==> src/rtl/char_lcd_4bit_interface_sequencer_assert.svh <==
// Assertion macros shared by the character LCD sequencer RTL
`ifndef CHAR_LCD_4BIT_INTERFACE_SEQUENCER_ASSERT_SVH
`define CHAR_LCD_4BIT_INTERFACE_SEQUENCER_ASSERT_SVH
`ifndef SYNTHESIS
// checked only out of reset
`define CLCD_ASSERT(label, prop, msg) \
  label: assert property (@(posedge clk) disable iff (!rst_n) prop) else $error(msg);
// checked at every edge, reset included
`define CLCD_ASSERT_ALWAYS(label, prop, msg) \
  label: assert property (@(posedge clk) prop) else $error(msg);
`else
`define CLCD_ASSERT(label, prop, msg)
`define CLCD_ASSERT_ALWAYS(label, prop, msg)
`endif
`endif

==> src/rtl/clcd_pkg.sv <==
// Types and constants for the character LCD 4-bit sequencer
`default_nettype none
package clcd_pkg;

  typedef enum logic [2:0] {
    OP_TICK    = 3'd0,
    OP_INIT    = 3'd1,
    OP_COMMAND = 3'd2,
    OP_DATA    = 3'd3,
    OP_CURSOR  = 3'd4
  } op_t;

  typedef enum logic [2:0] {
    PH_IDLE      = 3'd0,
    PH_POWERUP   = 3'd1,
    PH_WAKE_HIGH = 3'd2,
    PH_WAKE_GAP  = 3'd3,
    PH_BYTE_HIGH = 3'd4,
    PH_BYTE_GAP  = 3'd5,
    PH_BYTE_LOW  = 3'd6,
    PH_SETTLE    = 3'd7
  } phase_t;

  localparam int CFG_IDX_W = 3;
  localparam logic [CFG_IDX_W-1:0] CFG_ENABLE_PULSE  = 3'd0;
  localparam logic [CFG_IDX_W-1:0] CFG_SETTLE        = 3'd1;
  localparam logic [CFG_IDX_W-1:0] CFG_POWERUP       = 3'd2;
  localparam logic [CFG_IDX_W-1:0] CFG_INIT_STEP     = 3'd3;
  localparam logic [CFG_IDX_W-1:0] CFG_FUNCTION_SET  = 3'd4;
  localparam logic [CFG_IDX_W-1:0] CFG_DISPLAY_CTRL  = 3'd5;
  localparam logic [CFG_IDX_W-1:0] CFG_ENTRY_MODE    = 3'd6;

  // init_index: 0 none, 1..4 wake nibbles, 5..9 init commands
  localparam logic [3:0] IDX_NONE       = 4'd0;
  localparam logic [3:0] IDX_WAKE_FIRST = 4'd1;
  localparam logic [3:0] IDX_WAKE_LAST  = 4'd4;
  localparam logic [3:0] IDX_CMD_FIRST  = 4'd5;
  localparam logic [3:0] IDX_CMD_LAST   = 4'd9;
  localparam logic [3:0] IDX_DISPLAY    = 4'd6;
  localparam logic [3:0] IDX_ENTRY      = 4'd7;
  localparam logic [3:0] IDX_CLEAR      = 4'd8;

  localparam logic [3:0] WAKE_NIBBLE  = 4'h3;
  localparam logic [3:0] FOUR_BIT_NIB = 4'h2;
  localparam logic [7:0] CMD_CLEAR    = 8'h01;
  localparam logic [7:0] CMD_HOME     = 8'h80;
  localparam logic [7:0] ROW1_BASE    = 8'h80;
  localparam logic [7:0] ROW2_BASE    = 8'hC0;
  localparam logic [1:0] ROW_FIRST    = 2'd1;
  localparam logic [1:0] ROW_SECOND   = 2'd2;

  typedef struct packed {
    logic [7:0] enable_pulse_ms;
    logic [7:0] settle_ms;
    logic [7:0] powerup_ms;
    logic [7:0] init_step_ms;
    logic [7:0] function_set_word;
    logic [7:0] display_control_word;
    logic [7:0] entry_mode_word;
  } cfg_t;

  typedef struct packed {
    phase_t     phase;
    logic [7:0] wait_count;
    logic [7:0] pending_byte;
    logic [3:0] init_index;
    logic       rs_level;
    logic       en_level;
    logic [3:0] nibble_level;
  } lcd_state_t;

endpackage
`default_nettype wire

==> src/rtl/clcd_step.sv <==
// Next-state logic of the LCD sequencer: applies one tick or request to the state
`default_nettype none
module clcd_step (
  input  clcd_pkg::lcd_state_t st_i,
  input  clcd_pkg::cfg_t       cfg_i,
  input  logic [2:0]           op_i,
  input  logic [7:0]           byte_i,
  input  logic [1:0]           row_i,
  input  logic [5:0]           col_i,
  output clcd_pkg::lcd_state_t st_o,
  output logic                 acc_o
);
  import clcd_pkg::*;

  function automatic logic [7:0] at_least_one(input logic [7:0] v);
    return (v == 8'd0) ? 8'd1 : v;
  endfunction

  function automatic logic [7:0] init_cmd(input logic [3:0] idx, input cfg_t c);
    logic [7:0] r;
    case (idx)
      IDX_CMD_FIRST: r = c.function_set_word;
      IDX_DISPLAY:   r = c.display_control_word;
      IDX_ENTRY:     r = c.entry_mode_word;
      IDX_CLEAR:     r = CMD_CLEAR;
      default:       r = CMD_HOME;
    endcase
    return r;
  endfunction

  function automatic lcd_state_t start_byte(input lcd_state_t s, input logic [7:0] b,
                                            input logic rs, input cfg_t c);
    lcd_state_t n;
    n = s;
    n.pending_byte = b;
    n.rs_level     = rs;
    n.nibble_level = b[7:4];
    n.en_level     = 1'b1;
    n.phase        = PH_BYTE_HIGH;
    n.wait_count   = at_least_one(c.enable_pulse_ms);
    return n;
  endfunction

  function automatic lcd_state_t start_wake(input lcd_state_t s, input cfg_t c);
    lcd_state_t n;
    n = s;
    n.nibble_level = (s.init_index < IDX_WAKE_LAST) ? WAKE_NIBBLE : FOUR_BIT_NIB;
    n.en_level     = 1'b1;
    n.phase        = PH_WAKE_HIGH;
    n.wait_count   = at_least_one(c.init_step_ms);
    return n;
  endfunction

  function automatic lcd_state_t byte_done(input lcd_state_t s, input cfg_t c);
    lcd_state_t n;
    logic [3:0] idx;
    n   = s;
    idx = s.init_index + 4'd1;
    if (s.init_index >= IDX_CMD_FIRST && s.init_index < IDX_CMD_LAST) begin
      n.init_index = idx;
      n = start_byte(n, init_cmd(idx, c), 1'b0, c);
    end else begin
      n.init_index = IDX_NONE;
      n.phase      = PH_IDLE;
      n.wait_count = 8'd0;
    end
    return n;
  endfunction

  function automatic lcd_state_t phase_done(input lcd_state_t s, input cfg_t c);
    lcd_state_t n;
    n = s;
    case (s.phase)
      PH_POWERUP: begin
        n.init_index = IDX_WAKE_FIRST;
        n = start_wake(n, c);
      end
      PH_WAKE_HIGH: begin
        n.en_level = 1'b0;
        if (s.init_index < IDX_WAKE_LAST) begin
          n.phase      = PH_WAKE_GAP;
          n.wait_count = at_least_one(c.init_step_ms);
        end else begin
          n.init_index = IDX_CMD_FIRST;
          n = start_byte(n, c.function_set_word, 1'b0, c);
        end
      end
      PH_WAKE_GAP: begin
        n.init_index = s.init_index + 4'd1;
        n = start_wake(n, c);
      end
      PH_BYTE_HIGH: begin
        n.en_level     = 1'b0;
        n.nibble_level = s.pending_byte[3:0];
        n.phase        = PH_BYTE_GAP;
        n.wait_count   = 8'd1;
      end
      PH_BYTE_GAP: begin
        n.en_level   = 1'b1;
        n.phase      = PH_BYTE_LOW;
        n.wait_count = at_least_one(c.enable_pulse_ms);
      end
      PH_BYTE_LOW: begin
        n.en_level = 1'b0;
        if (c.settle_ms == 8'd0) begin
          n = byte_done(n, c);
        end else begin
          n.phase      = PH_SETTLE;
          n.wait_count = c.settle_ms;
        end
      end
      PH_SETTLE: n = byte_done(n, c);
      default: begin
        n.phase      = PH_IDLE;
        n.wait_count = 8'd0;
        n.init_index = IDX_NONE;
      end
    endcase
    return n;
  endfunction

  lcd_state_t tick_st;
  lcd_state_t pwr_st;
  logic [7:0] cursor_addr;
  logic [7:0] wait_dec;
  logic       idle;

  assign idle        = (st_i.phase == PH_IDLE);
  assign wait_dec    = (st_i.wait_count != 8'd0) ? st_i.wait_count - 8'd1 : 8'd0;
  // column is one-based; address wraps at 8 bits
  assign cursor_addr = ((row_i == ROW_FIRST) ? ROW1_BASE : ROW2_BASE)
                       + {2'b00, col_i} - 8'd1;

  always_comb begin
    tick_st = st_i;
    tick_st.wait_count = wait_dec;
    if (wait_dec == 8'd0) begin
      tick_st = phase_done(tick_st, cfg_i);
    end

    pwr_st = st_i;
    pwr_st.rs_level     = 1'b0;
    pwr_st.en_level     = 1'b0;
    pwr_st.nibble_level = 4'd0;
    pwr_st.init_index   = IDX_NONE;
    pwr_st.phase        = PH_POWERUP;
    pwr_st.wait_count   = cfg_i.powerup_ms;
    if (cfg_i.powerup_ms == 8'd0) begin
      pwr_st = phase_done(pwr_st, cfg_i);
    end
  end

  always_comb begin
    st_o  = st_i;
    acc_o = 1'b0;
    case (op_t'(op_i))
      OP_TICK: begin
        if (!idle) st_o = tick_st;
      end
      OP_INIT: begin
        if (idle) begin
          acc_o = 1'b1;
          st_o  = pwr_st;
        end
      end
      OP_COMMAND: begin
        if (idle) begin
          acc_o = 1'b1;
          st_o  = start_byte(st_i, byte_i, 1'b0, cfg_i);
        end
      end
      OP_DATA: begin
        if (idle) begin
          acc_o = 1'b1;
          st_o  = start_byte(st_i, byte_i, 1'b1, cfg_i);
        end
      end
      OP_CURSOR: begin
        if (idle && (row_i == ROW_FIRST || row_i == ROW_SECOND)) begin
          acc_o = 1'b1;
          st_o  = start_byte(st_i, cursor_addr, 1'b0, cfg_i);
        end
      end
      default: begin
        st_o  = st_i;
        acc_o = 1'b0;
      end
    endcase
  end

endmodule
`default_nettype wire

==> src/rtl/char_lcd_4bit_interface_sequencer.sv <==
// Top level of the character LCD 4-bit interface sequencer
`default_nettype none
`include "char_lcd_4bit_interface_sequencer_assert.svh"
// Sequencer for a character LCD on a 4-bit bus, timed by 1 ms tick beats.
// Each input beat is a tick or a request (initialise, command byte, data
// byte, set cursor); each gives exactly one output beat with the RS, EN and
// D7..D4 levels after that beat was applied, a busy flag and whether the
// request was taken (requests while busy are refused). One beat is taken per
// clock cycle unless backpressure holds it; a beat passes an input register,
// then the next-state logic, and its result is stored in the output register.
// The output register holds under backpressure while the input register
// still takes one more beat. Configuration registers reset to their
// defaults and should be written only while no beat is in flight.
module char_lcd_4bit_interface_sequencer (
  input  logic        clk,
  input  logic        rst_n,
  input  logic        in_tvalid,
  output logic        in_tready,
  input  logic [15:0] in_tdata,  // byte_value[7:0], cursor_row[9:8], cursor_column[15:10]
  input  logic [2:0]  in_tuser,  // operation[2:0]
  output logic        out_tvalid,
  input  logic        out_tready,
  // register_select[0], enable_strobe[1], data_nibble[5:2], busy_res[6], accepted[7]
  output logic [7:0]  out_tdata,
  input  logic        cfg_we,
  input  logic [clcd_pkg::CFG_IDX_W-1:0] cfg_index,
  input  logic [7:0]  cfg_wdata
);
  import clcd_pkg::*;

  cfg_t       cfg_r;
  lcd_state_t st_r;
  lcd_state_t st_nxt;
  logic       acc_nxt;

  logic       in_valid_r;
  logic [2:0] in_op_r;
  logic [7:0] in_byte_r;
  logic [1:0] in_row_r;
  logic [5:0] in_col_r;

  logic       out_valid_r;
  logic [7:0] out_data_r;
  logic       advance;

  assign advance    = in_valid_r && (!out_valid_r || out_tready);
  assign in_tready  = !in_valid_r || advance;
  assign out_tvalid = out_valid_r;
  assign out_tdata  = out_data_r;

  always_ff @(posedge clk) begin
    if (!rst_n) begin
      cfg_r.enable_pulse_ms      <= 8'd1;
      cfg_r.settle_ms            <= 8'd5;
      cfg_r.powerup_ms           <= 8'd20;
      cfg_r.init_step_ms         <= 8'd5;
      cfg_r.function_set_word    <= 8'h28;
      cfg_r.display_control_word <= 8'h0C;
      cfg_r.entry_mode_word      <= 8'h06;
    end else if (cfg_we) begin
      case (cfg_index)
        CFG_ENABLE_PULSE: cfg_r.enable_pulse_ms      <= cfg_wdata;
        CFG_SETTLE:       cfg_r.settle_ms            <= cfg_wdata;
        CFG_POWERUP:      cfg_r.powerup_ms           <= cfg_wdata;
        CFG_INIT_STEP:    cfg_r.init_step_ms         <= cfg_wdata;
        CFG_FUNCTION_SET: cfg_r.function_set_word    <= cfg_wdata;
        CFG_DISPLAY_CTRL: cfg_r.display_control_word <= cfg_wdata;
        CFG_ENTRY_MODE:   cfg_r.entry_mode_word      <= cfg_wdata;
        default: ;
      endcase
    end
  end

  // input register
  always_ff @(posedge clk) begin
    if (!rst_n) begin
      in_valid_r <= 1'b0;
    end else if (in_tready) begin
      in_valid_r <= in_tvalid;
    end
  end

  always_ff @(posedge clk) begin
    if (in_tready && in_tvalid) begin
      in_op_r   <= in_tuser;
      in_byte_r <= in_tdata[7:0];
      in_row_r  <= in_tdata[9:8];
      in_col_r  <= in_tdata[15:10];
    end
  end

  clcd_step u_step (
    .st_i   (st_r),
    .cfg_i  (cfg_r),
    .op_i   (in_op_r),
    .byte_i (in_byte_r),
    .row_i  (in_row_r),
    .col_i  (in_col_r),
    .st_o   (st_nxt),
    .acc_o  (acc_nxt)
  );

  always_ff @(posedge clk) begin
    if (!rst_n) begin
      st_r.phase        <= PH_IDLE;
      st_r.wait_count   <= 8'd0;
      st_r.pending_byte <= 8'd0;
      st_r.init_index   <= IDX_NONE;
      st_r.rs_level     <= 1'b0;
      st_r.en_level     <= 1'b0;
      st_r.nibble_level <= 4'd0;
      out_valid_r       <= 1'b0;
    end else begin
      if (advance) begin
        st_r <= st_nxt;
      end
      if (advance) begin
        out_valid_r <= 1'b1;
      end else if (out_tready) begin
        out_valid_r <= 1'b0;
      end
    end
  end

  always_ff @(posedge clk) begin
    if (advance) begin
      out_data_r <= {acc_nxt, (st_nxt.phase != PH_IDLE), st_nxt.nibble_level,
                     st_nxt.en_level, st_nxt.rs_level};
    end
  end

  // a taken request always leaves the sequencer busy
  `CLCD_ASSERT(a_accept_busy, out_valid_r && out_data_r[7] |-> out_data_r[6], "accepted but not busy")
  `CLCD_ASSERT(a_idle_no_wait, st_r.phase == PH_IDLE |-> st_r.wait_count == 8'd0, "idle with pending wait")
  `CLCD_ASSERT(a_idle_no_init, st_r.phase == PH_IDLE |-> st_r.init_index == IDX_NONE, "idle inside init")
  `CLCD_ASSERT(a_en_phase, st_r.en_level |-> (st_r.phase == PH_WAKE_HIGH || st_r.phase == PH_BYTE_HIGH || st_r.phase == PH_BYTE_LOW), "enable high outside a strobe")
  `CLCD_ASSERT_ALWAYS(a_rst_clear, !rst_n |=> !out_valid_r && !in_valid_r, "beat valid after reset")

endmodule
`default_nettype wire
==> config.mk <==
export PLATFORM = sky130hd
export DESIGN_NAME = char_lcd_4bit_interface_sequencer
export DESIGN_NICKNAME = d
export VERILOG_FILES = /design/src/rtl/clcd_pkg.sv /design/src/rtl/clcd_step.sv /design/src/rtl/char_lcd_4bit_interface_sequencer.sv
export VERILOG_INCLUDE_DIRS = /design/src /design/src/rtl
export SDC_FILE = /design/constraint.sdc
export NUM_CORES = 1
export LEC_CHECK = 0
export BUFFER_PORTS_ARGS = -buffer_cell sky130_fd_sc_hd__buf_2
export CAP_MARGIN = 20
export CORE_MARGIN = 1.5
export CORE_UTILIZATION = 45
export CTS_CLUSTER_SIZE = 14
export DETAILED_ROUTE_END_ITERATION = 8
export PLACE_DENSITY_LB_ADDON = 0.25
export SLEW_MARGIN = 15
export SYNTH_ARGS = -nofsm -noshare
export SYNTH_HDL_FRONTEND = slang
export SYNTH_SLANG_ARGS = --single-unit
==> constraint.sdc <==
create_clock -name clk -period 2.4 [get_ports clk]
set_input_delay 0.24 -clock clk [delete_from_list [all_inputs] [get_ports clk]]
set_output_delay 0.24 -clock clk [all_outputs]
set_load 0.05 [all_outputs]
# == Word level (Yosys, flattened, before mapping) ==
# Index checks and enable logic that the tools add are counted.
# classes
add_sub_neg,4
magnitude_cmp,4
eq_ne,33
n_mux,34
n_bitwise,4
reduce_logical,37
# op_table
operator,count
$mux 29,6
$pmux 29 s5,1
$pmux 11 s6,1
$pmux 4 s6,2
$logic_not 8->1,5
$mux 18,2
$mux 11,3
$mux 8,4
$pmux 8 s4,1
$mux 28,1
$eq 3x3->1 const B,8
$pmux 8 s3,1
$reduce_and 11->1,2
$eq 3x2->1 const B,6
$sub 8x1->8 const B,2
$reduce_and 2->1,7
$eq 4x3->1 const B,3
$mux 6,2
$ne 2x1->1 const B,5
$eq 3x1->1 const B,3
$logic_not 3->1,3
$add 8x6->8,1
$lt 4x3->1 const B,2
$reduce_bool 8->1,1
other kinds (27),44
# word_totals
regBits,114
input_bits,35
out_inout_bits,10
elab_cells,137

# == Longest topological paths before layout ==
# Gate-level depths: netlist of the first run.
# logic_depth
depth_word,10
ltp_mapped,10
ltp_nobuf,8

# == Hierarchy ==
# A second synthesis of the first run with hierarchy kept.
# unflattened
cells_unflattened,840
area_unflattened_um2,6866.6
# modules_own_cells
module,n_inst,cells_per_inst,area_each_um2,seq_area_each_um2
char_lcd_4bit_interface_sequencer,1,365,4001.3,2552.4
clcd_step,1,475,2865.2,0.0

# == Worst setup path before layout of the first run ==
# No wires, ideal clock.
# synth_path
kind,register to register
from,register st_r[18] (netlist bit)
to,"register out_data_r[6], in the netlist out_tdata[6] (data pin)"
setup_time_ns,0.261
arrival_ns,2.229
required_time_ns,2.139
slack_ns,-0.090
stages_incl_launch_ff,10
n_path_buf,1
synth_period_minus_slack_ns,2.490
cell_sequence,dfxtp_1 -> inv_1 -> ha_1 -> and4bb_1 -> nand2_1 -> o41a_1 -> buf_6 -> nor3_2 -> a41oi_1 -> a221o_1
# synth_via
elab_chain_len,7
elab_cells_between_ends,8
classes_between,add/sub (1); mux (4); reduce/logical (3)
# synth_lines
item,line_no,rtl
start: declaration,char_lcd_4bit_interface_sequencer.sv:32,lcd_state_t st_r;
start signal: assignment,char_lcd_4bit_interface_sequencer.sv:115,st_r <= st_nxt;
$sub 8x1->8 or $reduce_bool 8->1 (tied branches),clcd_step.sv:129,assign wait_dec = (st_i.wait_count != 8'd0) ? st_i.wait_count - 8'd1 : 8'd0;
$mux 8 (*),clcd_step.sv:129,
$logic_not 8->1 (*),clcd_step.sv:137,if (wait_dec == 8'd0) begin
$mux 29 (*),clcd_step.sv:137,
$mux 29 (*),clcd_step.sv:158,if (!idle) st_o = tick_st;
$pmux 29 s5 (*),clcd_step.sv:156,case (op_t'(op_i))
$reduce_bool 3->1 (*),char_lcd_4bit_interface_sequencer.sv:127,"out_data_r <= {acc_nxt, (st_nxt.phase != PH_IDLE), st_nxt.nibble_level,"
end signal: assignment,char_lcd_4bit_interface_sequencer.sv:127,
end: declaration,char_lcd_4bit_interface_sequencer.sv:43,logic [7:0] out_data_r;
# Mark *: on every way between the ends. The rest lies on a longest branch, timed or not. The select of a mux whose other input is x is not followed.
# A chain may end at the register's enable or synchronous reset.

# == Final worst setup path of the first run ==
# Same ends and word-level chain as after synthesis.

==> flow_metrics.tcl, run 1 <==
set metrics [dict create \
    worstPathRequired_ps 2510 \
    grt_pass1_wl_mm 32.55 \
    synth_xor_area_frac 0.008226 \
    design.core.area_mm2 0.01388 \
    syn_avg_cell_area_um2 8.191 \
    wl_mm 21.10 \
    p_total_mw 4.716 \
    overflow 0 \
    final_util 0.5764 \
    crit_type "flip-flop to flip-flop" \
    drtPass1Iterations 5 \
    die_area_mm2 0.01492 \
    hp-class "primary input to flip-flop" \
    power.internal_mw 3.353 \
    synth_top_area_frac 0.2601 \
    drive_above_1_share 0.2503 \
    fin_nets 936 \
    drc_errors 0 \
    cts_tree "done" \
    fmax_mhz 402.6 \
    swShare 0.2889 \
    busiest_layer "met2" \
    met1_usage 0.4046 \
    worst_pin_slew_ps 822.9 \
    cp_data_arrival_time_ps 2600 \
    clk_latency_ps 360 \
    start_util 0.4602 \
    rsz0062_at_grt "true" \
    async_flop_share 0 \
    combPwrFrac 0.193 \
    fp-row-count 43 \
    hold_viol 0 \
    grt_max_degree 48 \
    vdd_drop_max_uv 308.3 \
    holdWs_ps 47.66 \
    antenna_found_initial 0 \
    synth_edf_count 27 \
    yosys_most_used_dff "dfxtp_1" \
    gp_congestion 0.9293 \
    finalMaxSlewViolations 0 \
    synth_simple_gate_area_frac 0.2523 \
    clockBufferDepth 2 \
    finClkSkew_ps 7.877 \
    yosys.area_share.adder 0.02154 \
    power_density_mw_per_mm2 589.3 \
    crit_fanout 6 \
    whs_path_depth 1 \
    end_kind "flip-flop" \
    p_leak_nw 2.990 \
    setup_viol 9 \
    clockRootBuffer "clkbuf_16" \
    synthTopCellsByCount "nand2_1, a21oi_1, dfxtp_1" \
    ys_seq_area_frac 0.3870 \
    violations "negative setup slack" \
    synthTopCellsByArea "dfxtp_1, edfxtp_1, nand2_1, a21oi_1, nand3_1" \
    p_clk_frac 0.374 \
    syn2layout_area_growth_pct 25.24 \
    grt_pass1_vias 6167 \
    switchingPower_mw 1.362 \
    min_period_ps 2484 \
    seqPwrFrac 0.432 \
    hpwlAfterDp_mm 15.68 \
    port_buffers 44 \
    synthCells 780 \
    fin_setup_tns_ps -357.8 \
    maxSlewHeadroom 0.4514 \
    pre_cts_slack_ps -142.4 \
    nFillCells 1262 \
    ys_types 89 \
    die_y_um 122.2 \
    muxShareOfSynthArea 0.004896 \
    worst_slack_ps -83.58 \
    finalCritPeriodShare 1.035 \
    htreeDepth 3 \
    cts.clk_slew.worst_paths_ps 80 \
    ioPinCount 45 \
    gr-usage-met3 0.03979 \
    synth_top_family_by_area "compound AO/OA/AOI/OAI gates" \
    drtAntennaViolNets 0 \
    reg2reg_depth 11 \
    yosys.cell_count.top_type "nand2_1" \
    startpoint_type "flip-flop" \
    vias_per_cell 6.279 \
    track_usage 0.2822 \
    die_w_um 122.2 \
    synth_compound_area_frac 0.2897 \
    syn-num-nets 826 \
    cts.sinks 110 \
    dr_total_vias 6750 \
    cts_made_buffers 9 \
    drt_iter0_markers 622 \
    ys_ff_latch 110 \
    outcome "finished, violations left" \
    synth_area_mm2 0.006389 \
    ys_warn_count 0 \
    synth_largest_area_cell "dfxtp_1" \
    met2_usage 0.4277 \
    wire_per_inst_um 19.63 \
    diodes 0 \
    maxCapViolCount 0 \
]
[logic make-up after synthesis]
| group | after synthesis |
|---|---|
| DFF | 110 |
| xor gates and xnor gates | 6 |
| and+or+nand+nor | 327 |
| AOI/OAI and AO/OA | 266 |
| buffers and inverters | 57 |
| muxes | 3 |
| adders and majority gates | 11 |
[power groups by stage]
stage,clock network (mW),registers (mW),logic (mW)
final,1.77,2.04,0.911
after global routing,1.84,2.05,0.973
after CTS,1.77,2.03,0.830
after detailed placement,0,2.07,0.802
after global placement,0,2.07,0.781
after floorplan,0,2.09,0.478
[cell usage in the layout (no fill, tap or decap), drive strengths merged, types with 8 or more instances in the layout]
master and count:
ha 11, edfxtp 27, a32oi 9, a21oi 89, nand3 34, clkbuf 10, nor2 45, nor2b 13
nor4 13, nor3 17, o211ai 12, a31oi 18, nand2b 11, inv 20, o21ai 33, buf 139
nand2 148, o31ai 11, dfxtp 83, nand4 8
[layer usage]
layer | up-vias | wire length (µm) | part of all wire
met5 | - | 0 | 0
met4 | 0 | 564 | 0.027
met3 | 45 | 1471 | 0.070
met2 | 310 | 9513 | 0.45
met1 | 3236 | 9550 | 0.45
li1 | 3159 | - | -
[area by class of cell]
| cell class | count | area (µm²) | area share |
|---|---|---|---|
| multi-input cells | 613 | 3936 | 0.4919 |
| flip-flops and latches | 110 | 2477 | 0.3096 |
| repair buffers | 139 | 948.4 | 0.1185 |
| clock buffers | 10 | 250.2 | 0.03127 |
| well taps | 180 | 225.2 | 0.02815 |
| clock inverters | 6 | 97.59 | 0.01220 |
| inverters | 17 | 66.31 | 0.008288 |
[worst paths after layout]
kind,startpoint,to,slack (ps)
worst min-delay path,in_tuser[2],in_op_r[2],50
worst max-delay path,st_r[18],out_tdata[6],-80
worst max register to register,st_r[18],out_tdata[6],-80
worst min register to register,cfg_r[0],cfg_r[0],460
[metrics by stage]
stage                     cell area, µm²  cells
after detailed placement            7342   1050
after global routing                8001   1075
after floorplan                     6420    780
after CTS                           7786   1070
after global placement              7342   1050
final                               8001   1075
[state kept, by name (all words and copies together), names as in the netlist]
| signal | flops |
|---|---|
| st_r | 25 |
| out_tvalid | 1 |
| out_tdata | 8 |
| in_row_r | 2 |
| in_op_r | 3 |
| in_col_r | 6 |
| in_valid_r | 1 |
| cfg_r | 56 |
| in_byte_r | 8 |
[worst max-delay path, cell delays in order, from the launching register on]
cell      delay, ps
dfxtp_4         360
inv_4            40
ha_4            250
and4bb_1        200
nand2_2          70
buf_4           140
buf_4           120
buf_4           120
o41ai_2         220
buf_4           220
nand4_1         150
a221o_1         360
[timing repair]
action / CTS / global route
hold buffers: 0 / 0
gates resized for setup: 16 / 36
setup endpoints to repair: 23 / 30
pin swaps: 6 / 19
buffers inserted: 4 / 5
No activity file was read; power rests on OpenSTA's default activity.
==> run 2: changes to the inputs <==
GPL_TIMING_DRIVEN = 0   (was not set)
MAX_ROUTING_LAYER = met4   (was not set)
==> run 2 against run 1 <==
  * The flow still finishes with violations (negative setup slack)
  * Cell count down 2.5%
  * First-iteration DRC count grew 23%
  * Design area shrank 1.3%
  * Sequential cell count unchanged
  * Sequential power about the same
  * Setup slack lost 48 ps
  * Via count fell by 2.5%
  * Critical endpoint unchanged
  * Highest routed layer unchanged
==> flow_metrics.tcl, run 2 (synthesis gave the netlist of run 1 again) <==
set metrics [dict create \
    cp_data_arrival_time_ps 2650 \
    critical_path_buf_inv_count 2 \
    outcome "finished, violations left" \
    reg_top3 "cfg_r: 56 flops, st_r: 25 flops" \
    cts.clk_slew.worst_paths_ps 80 \
    vdd_drop_max_uv 295.6 \
    crit_type "flip-flop to flip-flop" \
    start_util 0.4602 \
    dr_total_vias 6578 \
    hpwlAfterDp_mm 14.71 \
    vias_per_cell 6.277 \
    cts_made_buffers 9 \
    syn2layout_area_growth_pct 23.66 \
    drc_errors 0 \
    startpoint_type "flip-flop" \
    largest_register_ffs 56 \
    fp-row-count 43 \
    gp_congestion 0.9747 \
    cpMaxStageDelayCell "o41a_1" \
    maxCapViolCount 0 \
    overflow 0 \
    drt_iter0_markers 765 \
    antenna_found_initial 0 \
    worstPathRequired_ps 2520 \
    layout_common_cells "nand2_1, a21oi_1, dfxtp_1" \
    worst_slack_ps -132.0 \
    crit_chain "buf_4, o31a_1, o41a_1, buf_6, nor3_4, a41oi_2, a221o_1" \
    power_density_mw_per_mm2 562.4 \
    pre_cts_slack_ps -647.2 \
    design.core.area_mm2 0.01388 \
    drtPass1Iterations 5 \
    holdWs_ps 42.33 \
    grt_pass1_wl_mm 32.45 \
    finalCritPeriodShare 1.055 \
    hold_viol 0 \
    crit_family "compound AO/OA/AOI/OAI gates" \
    final_util 0.5691 \
    critPathMaxStageDelay_ps 480 \
    ioPinCount 45 \
    setup_viol 10 \
    clockBufferDepth 2 \
    clk_latency_ps 370 \
    finClkSkew_ps 8.616 \
    maxSlewHeadroom 0.3589 \
    die_area_mm2 0.01492 \
    crit_fanout 7 \
    drive_above_1_share 0.2373 \
    rsz0062_at_grt "true" \
    cts_hold_buf 0 \
    end_kind "flip-flop" \
    min_period_ps 2532 \
    wl_mm 20.79 \
    final_common_cell "nand2_1" \
    drtAntennaViolNets 0 \
    grt_max_degree 20 \
    largest_register "cfg_r" \
    fmax_mhz 394.9 \
    finalMaxSlewViolations 0 \
    worst_pin_slew_ps 954.3 \
    wire_per_inst_um 19.84 \
    htreeDepth 3 \
    nFillCells 1318 \
    track_usage 0.2927 \
    die_w_um 122.2 \
    fin_nets 909 \
    violations "negative setup slack" \
    clockRootBuffer "clkbuf_16" \
    hp-class "primary input to flip-flop" \
    port_buffers 43 \
    rrSetupSlack_ps -130 \
    cts.sinks 110 \
    diodes 0 \
    cts_tree "done" \
    die_y_um 122.2 \
    grt_pass1_vias 5918 \
    p_leak_nw 2.822 \
]
run 2: changes by cell type in the layout (fill, tap and decap cells not counted), moves of 6 or more:
| cell | delta |
|---|---|
| buf_2 | +6 |
| buf_4 | -63 |
| clkbuf_1 | +15 |
| clkbuf_2 | +10 |
run 2: path summary, 6_finish.rpt:
kind,endpoint,cells past startpoint,from
max,out_tdata[6],7,st_r[18]
min reg2reg,cfg_r[13],2,cfg_r[13]
min,in_col_r[3],1,in_tdata[13]
max reg2reg,out_tdata[6],7,st_r[18]
run 2: area by class of cell:
type	count	area, µm²	share of cell area
inverters	17	67.56	0.008552
clock buffers	10	229.0	0.02898
plain buffers	36	191.4	0.02423
well taps	180	225.2	0.02851
multi-input cells	613	4160	0.5266
flip-flops and latches	110	2487	0.3149
clock inverters	6	53.80	0.006810
repair buffers	76	485.5	0.06145
run 2: timing repair:
item,4_1_cts,5_1_grt
pin swaps,14,22
setup endpoints to repair,32,32
cloned,1,0
buffers inserted,16,16
gates resized for setup,47,81
run 2: power breakdown:
group          switching, mW  internal [mW]
sequential            0.0636           1.97
combinational          0.557          0.376
clock                  0.749          0.726
run 2: through the flow:
stage	total power [mW]	cells	setup TNS [ps]	instance area, µm²
after floorplan	2.566	780	-0.04485	6420
after global placement	2.777	1003	-9913	6860
after detailed placement	2.784	1003	-10070	6860
after CTS	4.318	1034	-628.4	7457
after global routing	4.611	1048	-1751	7900
final	4.443	1048	-575.5	7900
run 2: layer usage:
metal | GRT usage | wire length [µm] | part of all wire | vias up
li1 | - | - | - | 3123
met1 | 0.4014 | 9359 | 0.45 | 3107
met2 | 0.4224 | 9165 | 0.44 | 295
met3 | 0.05056 | 1523 | 0.073 | 53
met4 | 0.1308 | 740 | 0.036 | 0
met5 | - | 0 | 0 | -
